$ cat src/hdl/dmsc_pkg.sv
// Package: types, codes and timer helpers for the dead-man switch controller.
`timescale 1ns / 1ps

package dmsc_pkg;

   localparam int TIMER_WIDTH = 16;
   localparam int CFG_WIDTH   = 16;
   localparam int CMP_WIDTH   = (TIMER_WIDTH > CFG_WIDTH) ? TIMER_WIDTH : CFG_WIDTH;
   localparam int REQ_BITS    = 16;
   localparam int RSP_BITS    = 8;
   localparam int CSR_IDX_BITS = 3;

   typedef logic [TIMER_WIDTH-1:0] timer_type;
   typedef logic [CFG_WIDTH-1:0]   cfg_word_type;

   typedef enum logic [1:0] {
      MODE_IDLE     = 2'd0,
      MODE_ARMING   = 2'd1,
      MODE_CRUISING = 2'd2,
      MODE_MENU     = 2'd3
   } mode_type;

   typedef enum logic [1:0] {
      GS_WAITING = 2'd0,
      GS_FIRST   = 2'd1,
      GS_BOTH    = 2'd2
   } gesture_type;

   typedef enum logic [2:0] {
      MSG_NONE      = 3'd0,
      MSG_START     = 3'd1,
      MSG_STOP      = 3'd2,
      MSG_KEEPALIVE = 3'd3,
      MSG_VALUE     = 3'd4
   } message_type;

   typedef enum logic [CSR_IDX_BITS-1:0] {
      REG_STOP_DELAY  = 3'd0,
      REG_ARMING      = 3'd1,
      REG_KEEPALIVE   = 3'd2,
      REG_DUAL_WINDOW = 3'd3,
      REG_DUAL_HOLD   = 3'd4,
      REG_MENU_TIMEOUT = 3'd5,
      REG_TAP_WINDOW  = 3'd6
   } reg_index_type;

   typedef struct packed {
      cfg_word_type stop_delay_ms;
      cfg_word_type arming_ms;
      cfg_word_type keepalive_ms;
      cfg_word_type dual_window_ms;
      cfg_word_type dual_hold_ms;
      cfg_word_type menu_idle_limit_ms;
      cfg_word_type tap_window_ms;
   } cfg_type;

   // Packed from the top down, so up_held lands in bit 0.
   typedef struct packed {
      logic [7:0] elapsed_ms;
      logic       link_stop;
      logic       down_press_event;
      logic       up_press_event;
      logic       down_held;
      logic       up_held;
   } req_type;

   typedef struct packed {
      logic        delay_active;
      message_type message;
      mode_type    ctl_mode;
   } rsp_type;

   function automatic timer_type sat_add(input timer_type t, input logic [7:0] dt);
      logic [TIMER_WIDTH:0] s;
      s = {1'b0, t} + {{(TIMER_WIDTH - 7){1'b0}}, dt};
      return s[TIMER_WIDTH] ? {TIMER_WIDTH{1'b1}} : s[TIMER_WIDTH-1:0];
   endfunction

   function automatic logic timer_ge(input timer_type t, input cfg_word_type thr);
      logic [CMP_WIDTH-1:0] a;
      logic [CMP_WIDTH-1:0] b;
      a = CMP_WIDTH'(t);
      b = CMP_WIDTH'(thr);
      return a >= b;
   endfunction

   function automatic logic timer_gt(input timer_type t, input cfg_word_type thr);
      logic [CMP_WIDTH-1:0] a;
      logic [CMP_WIDTH-1:0] b;
      a = CMP_WIDTH'(t);
      b = CMP_WIDTH'(thr);
      return a > b;
   endfunction

endpackage

$ cat src/hdl/dmsc_csr.sv
// Configuration register file for the dead-man switch controller.
`timescale 1ns / 1ps

module dmsc_csr (
   input  logic                                clock,
   input  logic                                reset,
   input  logic                                wr_en,
   input  logic [dmsc_pkg::CSR_IDX_BITS-1:0]   wr_index,
   input  dmsc_pkg::cfg_word_type              wr_data,
   output dmsc_pkg::cfg_type                   cfg
);
   import dmsc_pkg::*;

   cfg_type cfg_ff;

   always_ff @(posedge clock) begin
      if (reset) begin
         cfg_ff.stop_delay_ms      <= 16'd3000;
         cfg_ff.arming_ms          <= 16'd1000;
         cfg_ff.keepalive_ms       <= 16'd500;
         cfg_ff.dual_window_ms     <= 16'd150;
         cfg_ff.dual_hold_ms       <= 16'd600;
         cfg_ff.menu_idle_limit_ms <= 16'd1500;
         cfg_ff.tap_window_ms      <= 16'd1500;
      end else if (wr_en) begin
         case (wr_index)
            REG_STOP_DELAY:   cfg_ff.stop_delay_ms      <= wr_data;
            REG_ARMING:       cfg_ff.arming_ms          <= wr_data;
            REG_KEEPALIVE:    cfg_ff.keepalive_ms       <= wr_data;
            REG_DUAL_WINDOW:  cfg_ff.dual_window_ms     <= wr_data;
            REG_DUAL_HOLD:    cfg_ff.dual_hold_ms       <= wr_data;
            REG_MENU_TIMEOUT: cfg_ff.menu_idle_limit_ms <= wr_data;
            REG_TAP_WINDOW:   cfg_ff.tap_window_ms      <= wr_data;
            default: ;
         endcase
      end
   end

   assign cfg = cfg_ff;

endmodule

$ cat src/hdl/dmsc_core.sv
// Controller state, timers and the per-pass update logic.
`timescale 1ns / 1ps

module dmsc_core (
   input  logic              clock,
   input  logic              reset,
   input  logic              step_en,
   input  dmsc_pkg::req_type req,
   input  dmsc_pkg::cfg_type cfg,
   output dmsc_pkg::rsp_type rsp
);
   import dmsc_pkg::*;

   mode_type    mode_ff, mode_in;
   gesture_type gs_ff, gs_in;
   logic [1:0]  tap_ff, tap_in;
   logic        gdone_ff, gdone_in;
   logic        rrun_ff, rrun_in;
   logic        dflag_ff, dflag_in;
   timer_type   fp_ff, fp_in;
   timer_type   bh_ff, bh_in;
   timer_type   ar_ff, ar_in;
   timer_type   ka_ff, ka_in;
   timer_type   rl_ff, rl_in;
   timer_type   mi_ff, mi_in;
   timer_type   tg_ff, tg_in;

   always_ff @(posedge clock) begin
      if (reset) begin
         mode_ff  <= MODE_IDLE;
         gs_ff    <= GS_WAITING;
         tap_ff   <= 2'd0;
         gdone_ff <= 1'b0;
         rrun_ff  <= 1'b0;
         dflag_ff <= 1'b0;
         fp_ff    <= '0;
         bh_ff    <= '0;
         ar_ff    <= '0;
         ka_ff    <= '0;
         rl_ff    <= '0;
         mi_ff    <= '0;
         tg_ff    <= '1;
      end else if (step_en) begin
         mode_ff  <= mode_in;
         gs_ff    <= gs_in;
         tap_ff   <= tap_in;
         gdone_ff <= gdone_in;
         rrun_ff  <= rrun_in;
         dflag_ff <= dflag_in;
         fp_ff    <= fp_in;
         bh_ff    <= bh_in;
         ar_ff    <= ar_in;
         ka_ff    <= ka_in;
         rl_ff    <= rl_in;
         mi_ff    <= mi_in;
         tg_ff    <= tg_in;
      end
   end

   always_comb begin
      logic        any_held;
      logic        both_held;
      logic [1:0]  ev;
      message_type msg;
      any_held  = req.up_held | req.down_held;
      both_held = req.up_held & req.down_held;
      ev        = {req.down_press_event, req.up_press_event};
      msg       = MSG_NONE;

      mode_in  = mode_ff;
      gs_in    = gs_ff;
      tap_in   = tap_ff;
      gdone_in = gdone_ff;
      rrun_in  = rrun_ff;
      dflag_in = dflag_ff;
      fp_in    = sat_add(fp_ff, req.elapsed_ms);
      bh_in    = sat_add(bh_ff, req.elapsed_ms);
      ar_in    = sat_add(ar_ff, req.elapsed_ms);
      ka_in    = sat_add(ka_ff, req.elapsed_ms);
      rl_in    = sat_add(rl_ff, req.elapsed_ms);
      mi_in    = sat_add(mi_ff, req.elapsed_ms);
      tg_in    = sat_add(tg_ff, req.elapsed_ms);

      if (req.link_stop) begin
         mode_in  = MODE_IDLE;
         dflag_in = 1'b0;
      end

      // Up press is handled first; a down press in the same pass sees a zero gap.
      for (int i = 0; i < 2; i++) begin
         if (ev[i] && mode_in == MODE_IDLE) begin
            if (timer_gt(tg_in, cfg.tap_window_ms)) begin
               tap_in = 2'd0;
            end
            tap_in = tap_in + 2'd1;
            tg_in  = '0;
            if (tap_in == 2'd3) begin
               mode_in = MODE_MENU;
               mi_in   = '0;
               tap_in  = 2'd0;
            end
         end
      end

      case (mode_in)
         MODE_IDLE: begin
            case (gs_in)
               GS_FIRST: begin
                  if (both_held) begin
                     gs_in    = GS_BOTH;
                     bh_in    = '0;
                     gdone_in = 1'b0;
                  end else if (timer_gt(fp_in, cfg.dual_window_ms)) begin
                     gs_in   = GS_WAITING;
                     mode_in = MODE_ARMING;
                     ar_in   = '0;
                  end else if (!any_held) begin
                     gs_in = GS_WAITING;
                  end
               end
               GS_BOTH: begin
                  if (!both_held) begin
                     gs_in = GS_WAITING;
                  end else if (!gdone_in && timer_ge(bh_in, cfg.dual_hold_ms)) begin
                     dflag_in = ~dflag_in;
                     gdone_in = 1'b1;
                  end
               end
               default: begin
                  gs_in = GS_WAITING;
                  if (any_held) begin
                     gs_in = GS_FIRST;
                     fp_in = '0;
                  end
               end
            endcase
         end
         MODE_ARMING: begin
            if (!any_held) begin
               mode_in = MODE_IDLE;
            end else if (timer_ge(ar_in, cfg.arming_ms)) begin
               msg     = MSG_START;
               mode_in = MODE_CRUISING;
               ka_in   = '0;
               rrun_in = 1'b0;
            end
         end
         MODE_CRUISING: begin
            if (any_held) begin
               rrun_in = 1'b0;
               if (timer_ge(ka_in, cfg.keepalive_ms)) begin
                  msg   = MSG_KEEPALIVE;
                  ka_in = '0;
               end
            end else if (dflag_in) begin
               if (!rrun_in) begin
                  rrun_in = 1'b1;
                  rl_in   = '0;
               end else if (timer_ge(rl_in, cfg.stop_delay_ms)) begin
                  msg      = MSG_STOP;
                  mode_in  = MODE_IDLE;
                  dflag_in = 1'b0;
               end
            end else begin
               msg     = MSG_STOP;
               mode_in = MODE_IDLE;
            end
         end
         default: begin
            if (any_held) begin
               mi_in = '0;
            end
            if (timer_gt(mi_in, cfg.menu_idle_limit_ms)) begin
               msg     = MSG_VALUE;
               mode_in = MODE_IDLE;
            end
         end
      endcase

      rsp.ctl_mode     = mode_in;
      rsp.message      = msg;
      rsp.delay_active = dflag_in;
   end

endmodule

$ cat src/hdl/dead_man_switch_controller.sv
// Top level of the dead-man switch controller: stream ports, input and result registers.
//
//   channel   direction  handshake                 payload
//   req_      in         req_tvalid / req_tready   req_tdata  (16 bits)
//   rsp_      out        rsp_tvalid / rsp_tready   rsp_tdata  (8 bits)
//   csr_      in         csr_valid / csr_ready     csr_index, csr_data
//
// One control pass a cycle unless the output stalls: a beat sits in the input
// register, the update logic between it and the result register is combinational,
// and the state advances as the result is loaded, once the result register is free.
// Reset is synchronous and restores the register defaults and the idle state.
// A waiting result does not block the input: one more beat is taken into the
// input register, and only then does the input stall until the result is taken.
`timescale 1ns / 1ps

module dead_man_switch_controller (
   input  logic                                 clock,
   input  logic                                 reset,
   input  logic                                 req_tvalid,
   output logic                                 req_tready,
   // up_held, down_held, up_press_event, down_press_event, link_stop,
   // elapsed_ms[7:0], zero fill
   input  logic [dmsc_pkg::REQ_BITS-1:0]        req_tdata,
   output logic                                 rsp_tvalid,
   input  logic                                 rsp_tready,
   // ctl_mode[1:0], message[2:0], delay_active, zero fill
   output logic [dmsc_pkg::RSP_BITS-1:0]        rsp_tdata,
   input  logic                                 csr_valid,
   output logic                                 csr_ready,
   input  logic [dmsc_pkg::CSR_IDX_BITS-1:0]    csr_index,
   input  dmsc_pkg::cfg_word_type               csr_data
);
   import dmsc_pkg::*;

   localparam int REQ_USED = $bits(req_type);
   localparam int RSP_USED = $bits(rsp_type);

   logic    in_valid_ff;
   req_type in_data_ff;
   logic    out_valid_ff;
   rsp_type out_data_ff;
   rsp_type step_rsp;
   cfg_type cfg;
   logic    step_en;
   logic    req_fire;

   assign step_en    = in_valid_ff & (~out_valid_ff | rsp_tready);
   assign req_tready = ~in_valid_ff | step_en;
   assign req_fire   = req_tvalid & req_tready;
   assign csr_ready  = 1'b1;

   always_ff @(posedge clock) begin
      if (reset) begin
         in_valid_ff  <= 1'b0;
         out_valid_ff <= 1'b0;
      end else begin
         if (req_tready) begin
            in_valid_ff <= req_tvalid;
         end
         if (step_en) begin
            out_valid_ff <= 1'b1;
         end else if (rsp_tready) begin
            out_valid_ff <= 1'b0;
         end
      end
   end

   always_ff @(posedge clock) begin
      if (req_fire) begin
         in_data_ff <= req_tdata[REQ_USED-1:0];
      end
      if (step_en) begin
         out_data_ff <= step_rsp;
      end
   end

   dmsc_csr u_csr (
      .clock    (clock),
      .reset    (reset),
      .wr_en    (csr_valid & csr_ready),
      .wr_index (csr_index),
      .wr_data  (csr_data),
      .cfg      (cfg)
   );

   dmsc_core u_core (
      .clock   (clock),
      .reset   (reset),
      .step_en (step_en),
      .req     (in_data_ff),
      .cfg     (cfg),
      .rsp     (step_rsp)
   );

   assign rsp_tvalid = out_valid_ff;
   assign rsp_tdata  = {{(RSP_BITS - RSP_USED){1'b0}}, out_data_ff};

endmodule

$ cat config.mk
export PLATFORM = sky130hd
export DESIGN_NAME = dead_man_switch_controller
export DESIGN_NICKNAME = d
export VERILOG_FILES = /design/src/hdl/dmsc_pkg.sv /design/src/hdl/dmsc_csr.sv /design/src/hdl/dmsc_core.sv /design/src/hdl/dead_man_switch_controller.sv
export SDC_FILE = /design/constraint.sdc
export NUM_CORES = 1
export LEC_CHECK = 0
export ABC_AREA = 1
export BUFFER_PORTS_ARGS = -buffer_cell sky130_fd_sc_hd__buf_4
export CAP_MARGIN = 20
export CORE_MARGIN = 2
export CORE_UTILIZATION = 57
export CTS_CLUSTER_SIZE = 20
export DETAILED_ROUTE_END_ITERATION = 10
export PLACE_DENSITY = 0.76
export RECOVER_POWER = 25
export SLEW_MARGIN = 20
export SYNTH_ARGS = -nofsm -noshare
export SYNTH_HDL_FRONTEND = slang
export SYNTH_SLANG_ARGS = --single-unit
$ cat constraint.sdc
create_clock -name clock -period 4.7 [get_ports clock]
set_input_delay 0.235 -clock clock [delete_from_list [all_inputs] [get_ports clock]]
set_output_delay 0.235 -clock clock [all_outputs]
set_load 0.05 [all_outputs]
==> metrics.cfg, run 1 <==
[timing]
setup_violations = 109
rsz0062_at_grt = true
hold_violations = 0
min_period_ns = 5.37
drv_slew = 118
setup_ws_ns = -0.672
worst_slew_pin_slew_ns = 2.32
slew_headroom_pct = -54.7
skew_ns = 0.0147
period_share_pct = 114
max_freq_ghz = 0.186
holdWs_ns = 0.0235

[placed_design]
portBuffers = 44
place_ws_ns = -0.609
gp_congestion = 0.910
dp_cells = 2735
hpwl_um = 33000

[worst_setup_path]
crit_type = reg2reg
worst_setup_path_end_kind = flop
slowest_stage = edfxtp_1
worstPathMaxFanout = 8
r2r_start = in_data_ff[9]
slowest_delay_ns = 0.44
arrival_ns = 5.81
cpMostUsedCell = nand2_1
start_kind = flop
required_ns = 5.14
critPathLaunch = in_data_ff[9]

[floorplanning]
fp-row-count = 62
dieArea_mm2 = 0.0306
boundaryPins = 51
start_util_pct = 58.0
die_w_um = 175
dieHeight_um = 175
core_area_mm2 = 0.0287

[finish]
fin_nets = 2668
layout-drive-gt1-share_pct = 16.9
finish.utilization_pct = 69.6
final_common_cell = nand2_1
layout_common_cells = nand2_1, a21oi_1, inv_1
nFillCells = 2309
syn_to_final_growth_pct = 20.0
layout.cells.non_filler = 2836

[yosys]
syn_inst = 2288
synth_edf_count = 19
synthArstFlopShare_pct = 0
syn_area_per_cell_um2 = 7.27
ys_dominant_reg_cell = dfxtp_1
ys_seq_elements = 254
ys_seq_area_share_pct = 31.7
synth.distinct_cells = 63
synth_area_mm2 = 0.0166
synth_warnings = 0

[clock_network]
insertion_delay_ns = 0.56
tritoncts = done
h-tree-depth = 1
max-clock-path-buffers = 3
clk_pin_slew_ns = 0.07
cts-buffers-inserted = 29
cts_root_buf = clkbuf_16
clock-sinks = 254

[route]
drt_iter0_drc = 1137
drc = 0
drtPass1Iterations = 5
wl_per_cell_um = 17.4
viasPerCell = 5.68
ant_nets = 0
vias = 16100
wl_um = 49400

[pwr]
peakVddDrop_v = 0.000312
p_per_area_mw_per_mm2 = 329
leakagePower_nw = 9.04

[hold_path]
min_path_type = in2reg
hold_start = rsp_tready

[grt]
track_usage_pct = 31.6
gr-total-overflow = 0
first_global_vias = 15500
grt_pass1_wl_um = 78200
grt_start_max_net_pins = 89
antenna_found_initial = 1

[run]
maxCapViolations = 2

[run_status]
outcome = finished, violations left
violations = capacitance limit, slew limit, setup timing

[worst max-delay path: cells and delay by family (launching register included)]
kind / cells / cell delay [ns]
flip-flops: 1 / 0.44
buffers and inverters: 10 / 1.19
adder cells (fa/ha/maj): 3 / 0.86
AND/OR/NAND/NOR: 16 / 1.49
AO/OA/AOI/OAI: 9 / 1.26
[repair_timing]
action,CTS,global route
gates cloned,1,1
setup endpoints to repair,25,109
endpoints found under the hold margin,14,0
hold buffers,14,0
gates resized for setup,69,51
pin swaps,51,45
buffers inserted,21,10
[worst paths after layout]
kind	to	slack (ns)	cells after the start
worst max-delay path	rsp_tdata[1]	-0.67	38
worst min-delay path	in_valid_ff	0.02	4
worst max register to register	rsp_tdata[1]	-0.67	38
worst min register to register	u_csr.cfg[76]	0.46	2
[logic make-up (layout without fill, tap and decap cells)]
family / count (synthesis) / in the layout / synth area share, %
DFF: 254 / 254 / 31.7
AOI/OAI and AO/OA: 555 / 555 / 18.8
xor gates and xnor gates: 39 / 39 / 2.05
and+or+nand+nor: 869 / 869 / 23.3
buffers and inverters: 369 / 531 / 8.76
adders and majority gates: 200 / 200 / 15.3
other: 2 / 4 / 0.0451
[flip-flops by register name (all words and copies together), names as in the netlist]
name	count
in_data_ff	13
in_valid_ff	1
rsp_tdata	6
rsp_tvalid	1
u_core.ar_ff	16
u_core.bh_ff	16
u_core.dflag_ff	1
u_core.fp_ff	16
u_core.gdone_ff	1
u_core.gs_ff	2
u_core.ka_ff	16
u_core.mi_ff	16
u_core.mode_ff	2
u_core.rl_ff	16
u_core.rrun_ff	1
u_core.tap_ff	2
u_core.tg_ff	16
u_csr.cfg	112
[cell type report]
class / count / area [um2] / share of cell area (%)
tap: 384 / 480 / 2.41
clock buffer: 38 / 810 / 4.05
clock inverter: 16 / 293 / 1.47
inverter: 292 / 1100 / 5.51
multi-input combinational: 1666 / 10500 / 52.7
sequential: 254 / 5280 / 26.4
antenna: 1 / 2.50 / 0.0125
timing repair buffer: 185 / 1490 / 7.48
[report_power, final]
part / internal [mW] / switching (mW) / leakage [nW] / total (mW)
Combinational: 0.678 / 0.970 / 6.41 / 1.65
Clock: 1.65 / 0.959 / 0.536 / 2.61
Sequential: 2.27 / 0.0506 / 2.10 / 2.32
Total: 4.60 / 1.98 / 9.04 / 6.58
[through the flow]
stage / power (mW) / area (um2) / TNS (ns)
6_report: 6.58 / 20000 / -35.08
5_1_grt: 6.85 / 20000 / -65.19
4_1_cts: 6.49 / 19700 / -3.22
3_5_place_dp: 3.77 / 17900 / -6.30
3_3_place_gp: 3.72 / 17900 / -4.03
2_1_floorplan: 3.30 / 16800 / -0.557
[metal layers]
layer / track usage [%] / vias to the layer above / routed length [um]
met5: 0 / - / 0
met4: 14.3 / 0 / 2580
met3: 4.40 / 156 / 3340
met2: 53.6 / 528 / 22800
met1: 39.9 / 7483 / 20600
li1: - / 7934 / -
[synth_stat cells, types with 3 or more instances]
master,instances,share of area [%]
nand2_1,520,12
a21oi_1,296,8.9
inv_1,281,6.3
dfxtp_1,235,28
ha_1,193,15
o21ai_0,132,4.0
nand3_1,109,3.3
nor2_1,109,2.5
clkbuf_1,57,1.3
o211ai_1,50,2.3
nand4_1,23,0.86
xor2_1,22,1.2
nand2_2,21,0.79
edfxtp_1,19,3.4
nor3_1,18,0.54
nand3_2,17,1.0
or2_2,17,0.64
xnor2_1,17,0.89
a21oi_2,13,0.68
a31oi_1,12,0.45
inv_2,10,0.23
o21ai_1,10,0.30
o21a_1,8,0.36
fa_1,7,0.84
nand3b_1,7,0.32
o21ai_2,7,0.37
buf_2,6,0.18
nor2_2,6,0.23
a211oi_1,5,0.23
buf_4,5,0.23
buf_6,5,0.34
or2_1,4,0.15
a21o_1,3,0.14
buf_1,3,0.068
nand3_4,3,0.32
o221ai_1,3,0.16
Power figures use the tool's default switching activity.
==> run 2, diff against run 1 <==
--- a/config.mk
+++ b/config.mk
@@ -8,12 +8,14 @@
 export ABC_AREA = 1
 export BUFFER_PORTS_ARGS = -buffer_cell sky130_fd_sc_hd__buf_4
 export CAP_MARGIN = 20
+export CORE_ASPECT_RATIO = 0.75
 export CORE_MARGIN = 2
 export CORE_UTILIZATION = 57
 export CTS_CLUSTER_SIZE = 20
 export DETAILED_ROUTE_END_ITERATION = 10
 export PLACE_DENSITY = 0.76
 export RECOVER_POWER = 25
+export SETUP_SLACK_MARGIN = 0.02
 export SLEW_MARGIN = 20
 export SYNTH_ARGS = -nofsm -noshare
 export SYNTH_HDL_FRONTEND = slang
==> run 2 against run 1 <==
  * Die area hardly changed
  * Clock power fell by 14%
  * The run still ends with capacitance limit, slew limit, setup timing left
  * Largest power group is now registers
  * Fmax is 1.8% higher
  * Register-to-register slack improved by 0.097 ns
  * Largest cell class unchanged
==> metrics.cfg, run 2 (synthesis results as in run 1) <==
[clock_network]
cts_root_buf = clkbuf_16
cts-buffers-inserted = 26  ; -10%
clk_pin_slew_ns = 0.07  ; about the same
max-clock-path-buffers = 3  ; unchanged
tritoncts = done
clock-sinks = 254  ; unchanged
insertion_delay_ns = 0.56  ; about the same
h-tree-depth = 1  ; unchanged

[timing]
slew_headroom_pct = -59.5  ; -4.8 points
rsz0062_at_grt = true
period_share_pct = 112  ; -2.1 points
drv_slew = 70  ; -41%
holdWs_ns = 0.0164  ; -0.00715 ns
worst_slew_pin_slew_ns = 2.38  ; +0.0589 ns
max_freq_ghz = 0.190  ; +1.8%
hold_violations = 0  ; unchanged
setup_ws_ns = -0.575  ; +0.0972 ns
min_period_ns = 5.27  ; -0.0972 ns
setup_violations = 127  ; +17%
skew_ns = 0.0167  ; +0.00199 ns
tns_ns = -28.81  ; +6.27 ns

[route]
wl_um = 49400  ; about the same
drc = 0  ; unchanged
drtPass1Iterations = 6  ; +1
vias = 16200  ; +0.71%
viasPerCell = 5.70  ; +0.39%
drt_iter0_drc = 1342  ; +18%
ant_nets = 0  ; unchanged
wl_per_cell_um = 17.4  ; -0.22%

[placed_design]
hpwl_um = 33700  ; +2.1%
gp_congestion = 0.936  ; +2.8%
dp_cells = 2744  ; +0.33%
place_ws_ns = -0.560  ; +0.0485 ns
portBuffers = 44  ; unchanged
dpl_cell_area_mm2 = 0.0180  ; +0.17%

[worst_setup_path]
crit_type = reg2reg
slowest_delay_ns = 0.41  ; -0.03 ns
worstPathMaxFanout = 7  ; -1
worst_setup_path_end_kind = flop
start_kind = flop
required_ns = 5.05  ; -0.09 ns
slowest_stage = edfxtp_1
r2r_slack_ns = -0.57  ; +0.10 ns
arrival_ns = 5.62  ; -0.19 ns
r2r_cells = 38  ; unchanged
r2r_start = in_data_ff[5]
reg2reg_to = u_core.tg_ff[8]

[finish]
layout-drive-gt1-share_pct = 17.4  ; +0.52 points
final_common_cell = nand2_1
layout.cells.non_filler = 2845  ; +0.32%
finalInstanceArea_mm2 = 0.0198  ; -0.66%
nFillCells = 2387  ; +3.4%
layout_common_cells = nand2_1, a21oi_1, inv_1
fin_nets = 2673  ; +0.19%
largest_reg_flops = 112  ; unchanged
syn_to_final_growth_pct = 19.2
diodes = 0  ; -1

[floorplanning]
fp-row-count = 54  ; -13%
dieArea_mm2 = 0.0306  ; about the same
boundaryPins = 51  ; unchanged
die_w_um = 201  ; +15%
start_util_pct = 57.6  ; -0.43 points
dieHeight_um = 152  ; -13%
core_area_mm2 = 0.0289  ; +0.75%

[run_status]
outcome = finished, violations left
violations = capacitance limit, slew limit, setup timing

[grt]
gr-total-overflow = 0  ; unchanged
first_global_vias = 15300  ; -1.1%
grt_start_max_net_pins = 79  ; -11%
track_usage_pct = 31.6  ; +0.049 points
grt_pass1_wl_um = 78900  ; +0.96%
antenna_found_initial = 1  ; unchanged

[hold_path]
hold_start = csr_data[3]
min_path_type = in2reg
whs_path_depth = 3  ; -1
hold_end = u_csr.cfg[99]

[pwr]
leakagePower_nw = 8.96  ; -0.89%
p_per_area_mw_per_mm2 = 312  ; -5.2%
peakVddDrop_v = 0.000298  ; -4.5%

[run]
maxCapViolations = 1  ; -1

[run 2: changes by cell type in the layout (fill, tap and decap cells not counted), sizes merged]
| cell | previous run | this run |
|---|---|---|
| bufinv | 8 | 4 |
| inv | 291 | 287 |
| nand2 | 543 | 544 |
| clkbuf | 56 | 52 |
| buf | 153 | 157 |
| diode | 1 | 0 |
| clkinvlp | 3 | 7 |
| clkinv | 6 | 11 |
[run 2: timing repair]
action	4_1_cts	5_1_grt
setup buffers	27	10
endpoints found under the hold margin	14	0
endpoints found under the setup margin	75	127
hold buffers	14	0
gates cloned	3	0
resized for setup	70	54
pin swaps	48	28
[run 2: cell type report]
cell class              count  area [um2]  share of cell area, %
multi-input cells        1667       10500                   52.8
flip-flops and latches    254        5280                   26.6
repair buffers            192        1570                   7.91
inverters                 292        1110                   5.59
clock buffers              31         711                   3.58
well taps                 392         490                   2.47
clock inverters            17         209                   1.05
[run 2: worst max path at each step]
stage,from,endpoint,slack [ns],cells past startpoint
floorplan,in_data_ff[10],u_core.mode_ff[1],-0.19,41
global placement,in_data_ff[5],rsp_tdata[1],-0.35,38
detailed placement,in_data_ff[5],u_core.mode_ff[1],-0.56,36
CTS,in_data_ff[5],u_core.mode_ff[1],-0.40,39
global route,in_data_ff[9],u_core.mode_ff[1],-0.88,41
finish,in_data_ff[5],u_core.tg_ff[8],-0.57,38
[run 2: worst max-delay path: cells and delay by family (launching register included)]
kind / cells / cell delay, ns
buffers and inverters: 12 / 1.67
adders and majority gates: 3 / 0.91
AOI/OAI and AO/OA: 1 / 0.08
DFF: 1 / 0.41
and+or+nand+nor: 22 / 1.99
[run 2: metrics by stage]
step / total power, mW / utilization, %
after floorplan: 3.30 / -
after global placement: 3.70 / 62.2
after detailed placement: 3.76 / 62.2
after CTS: 6.12 / 67.9
after global routing: 6.46 / 68.6
final: 6.20 / 68.6
[run 2: where the power goes]
| part | internal (mW) | leakage (nW) | switching (mW) | total, mW |
|---|---|---|---|---|
| Clock | 1.31 | 0.444 | 0.944 | 2.25 |
| Combinational | 0.660 | 6.42 | 0.966 | 1.63 |
| Sequential | 2.27 | 2.10 | 0.0503 | 2.32 |
| Total | 4.24 | 8.96 | 1.96 | 6.20 |
[run 2: per-layer routing]
| metal | share of wire [%] | track usage [%] | vias up |
|---|---|---|---|
| met1 | 44 | 42.3 | 7578 |
| met2 | 45 | 52.1 | 557 |
| met4 | 4.1 | 11.8 | 2 |
| li1 | - | - | 7945 |
| met5 | 0.026 | 0 | - |
| met3 | 7.1 | 4.63 | 133 |
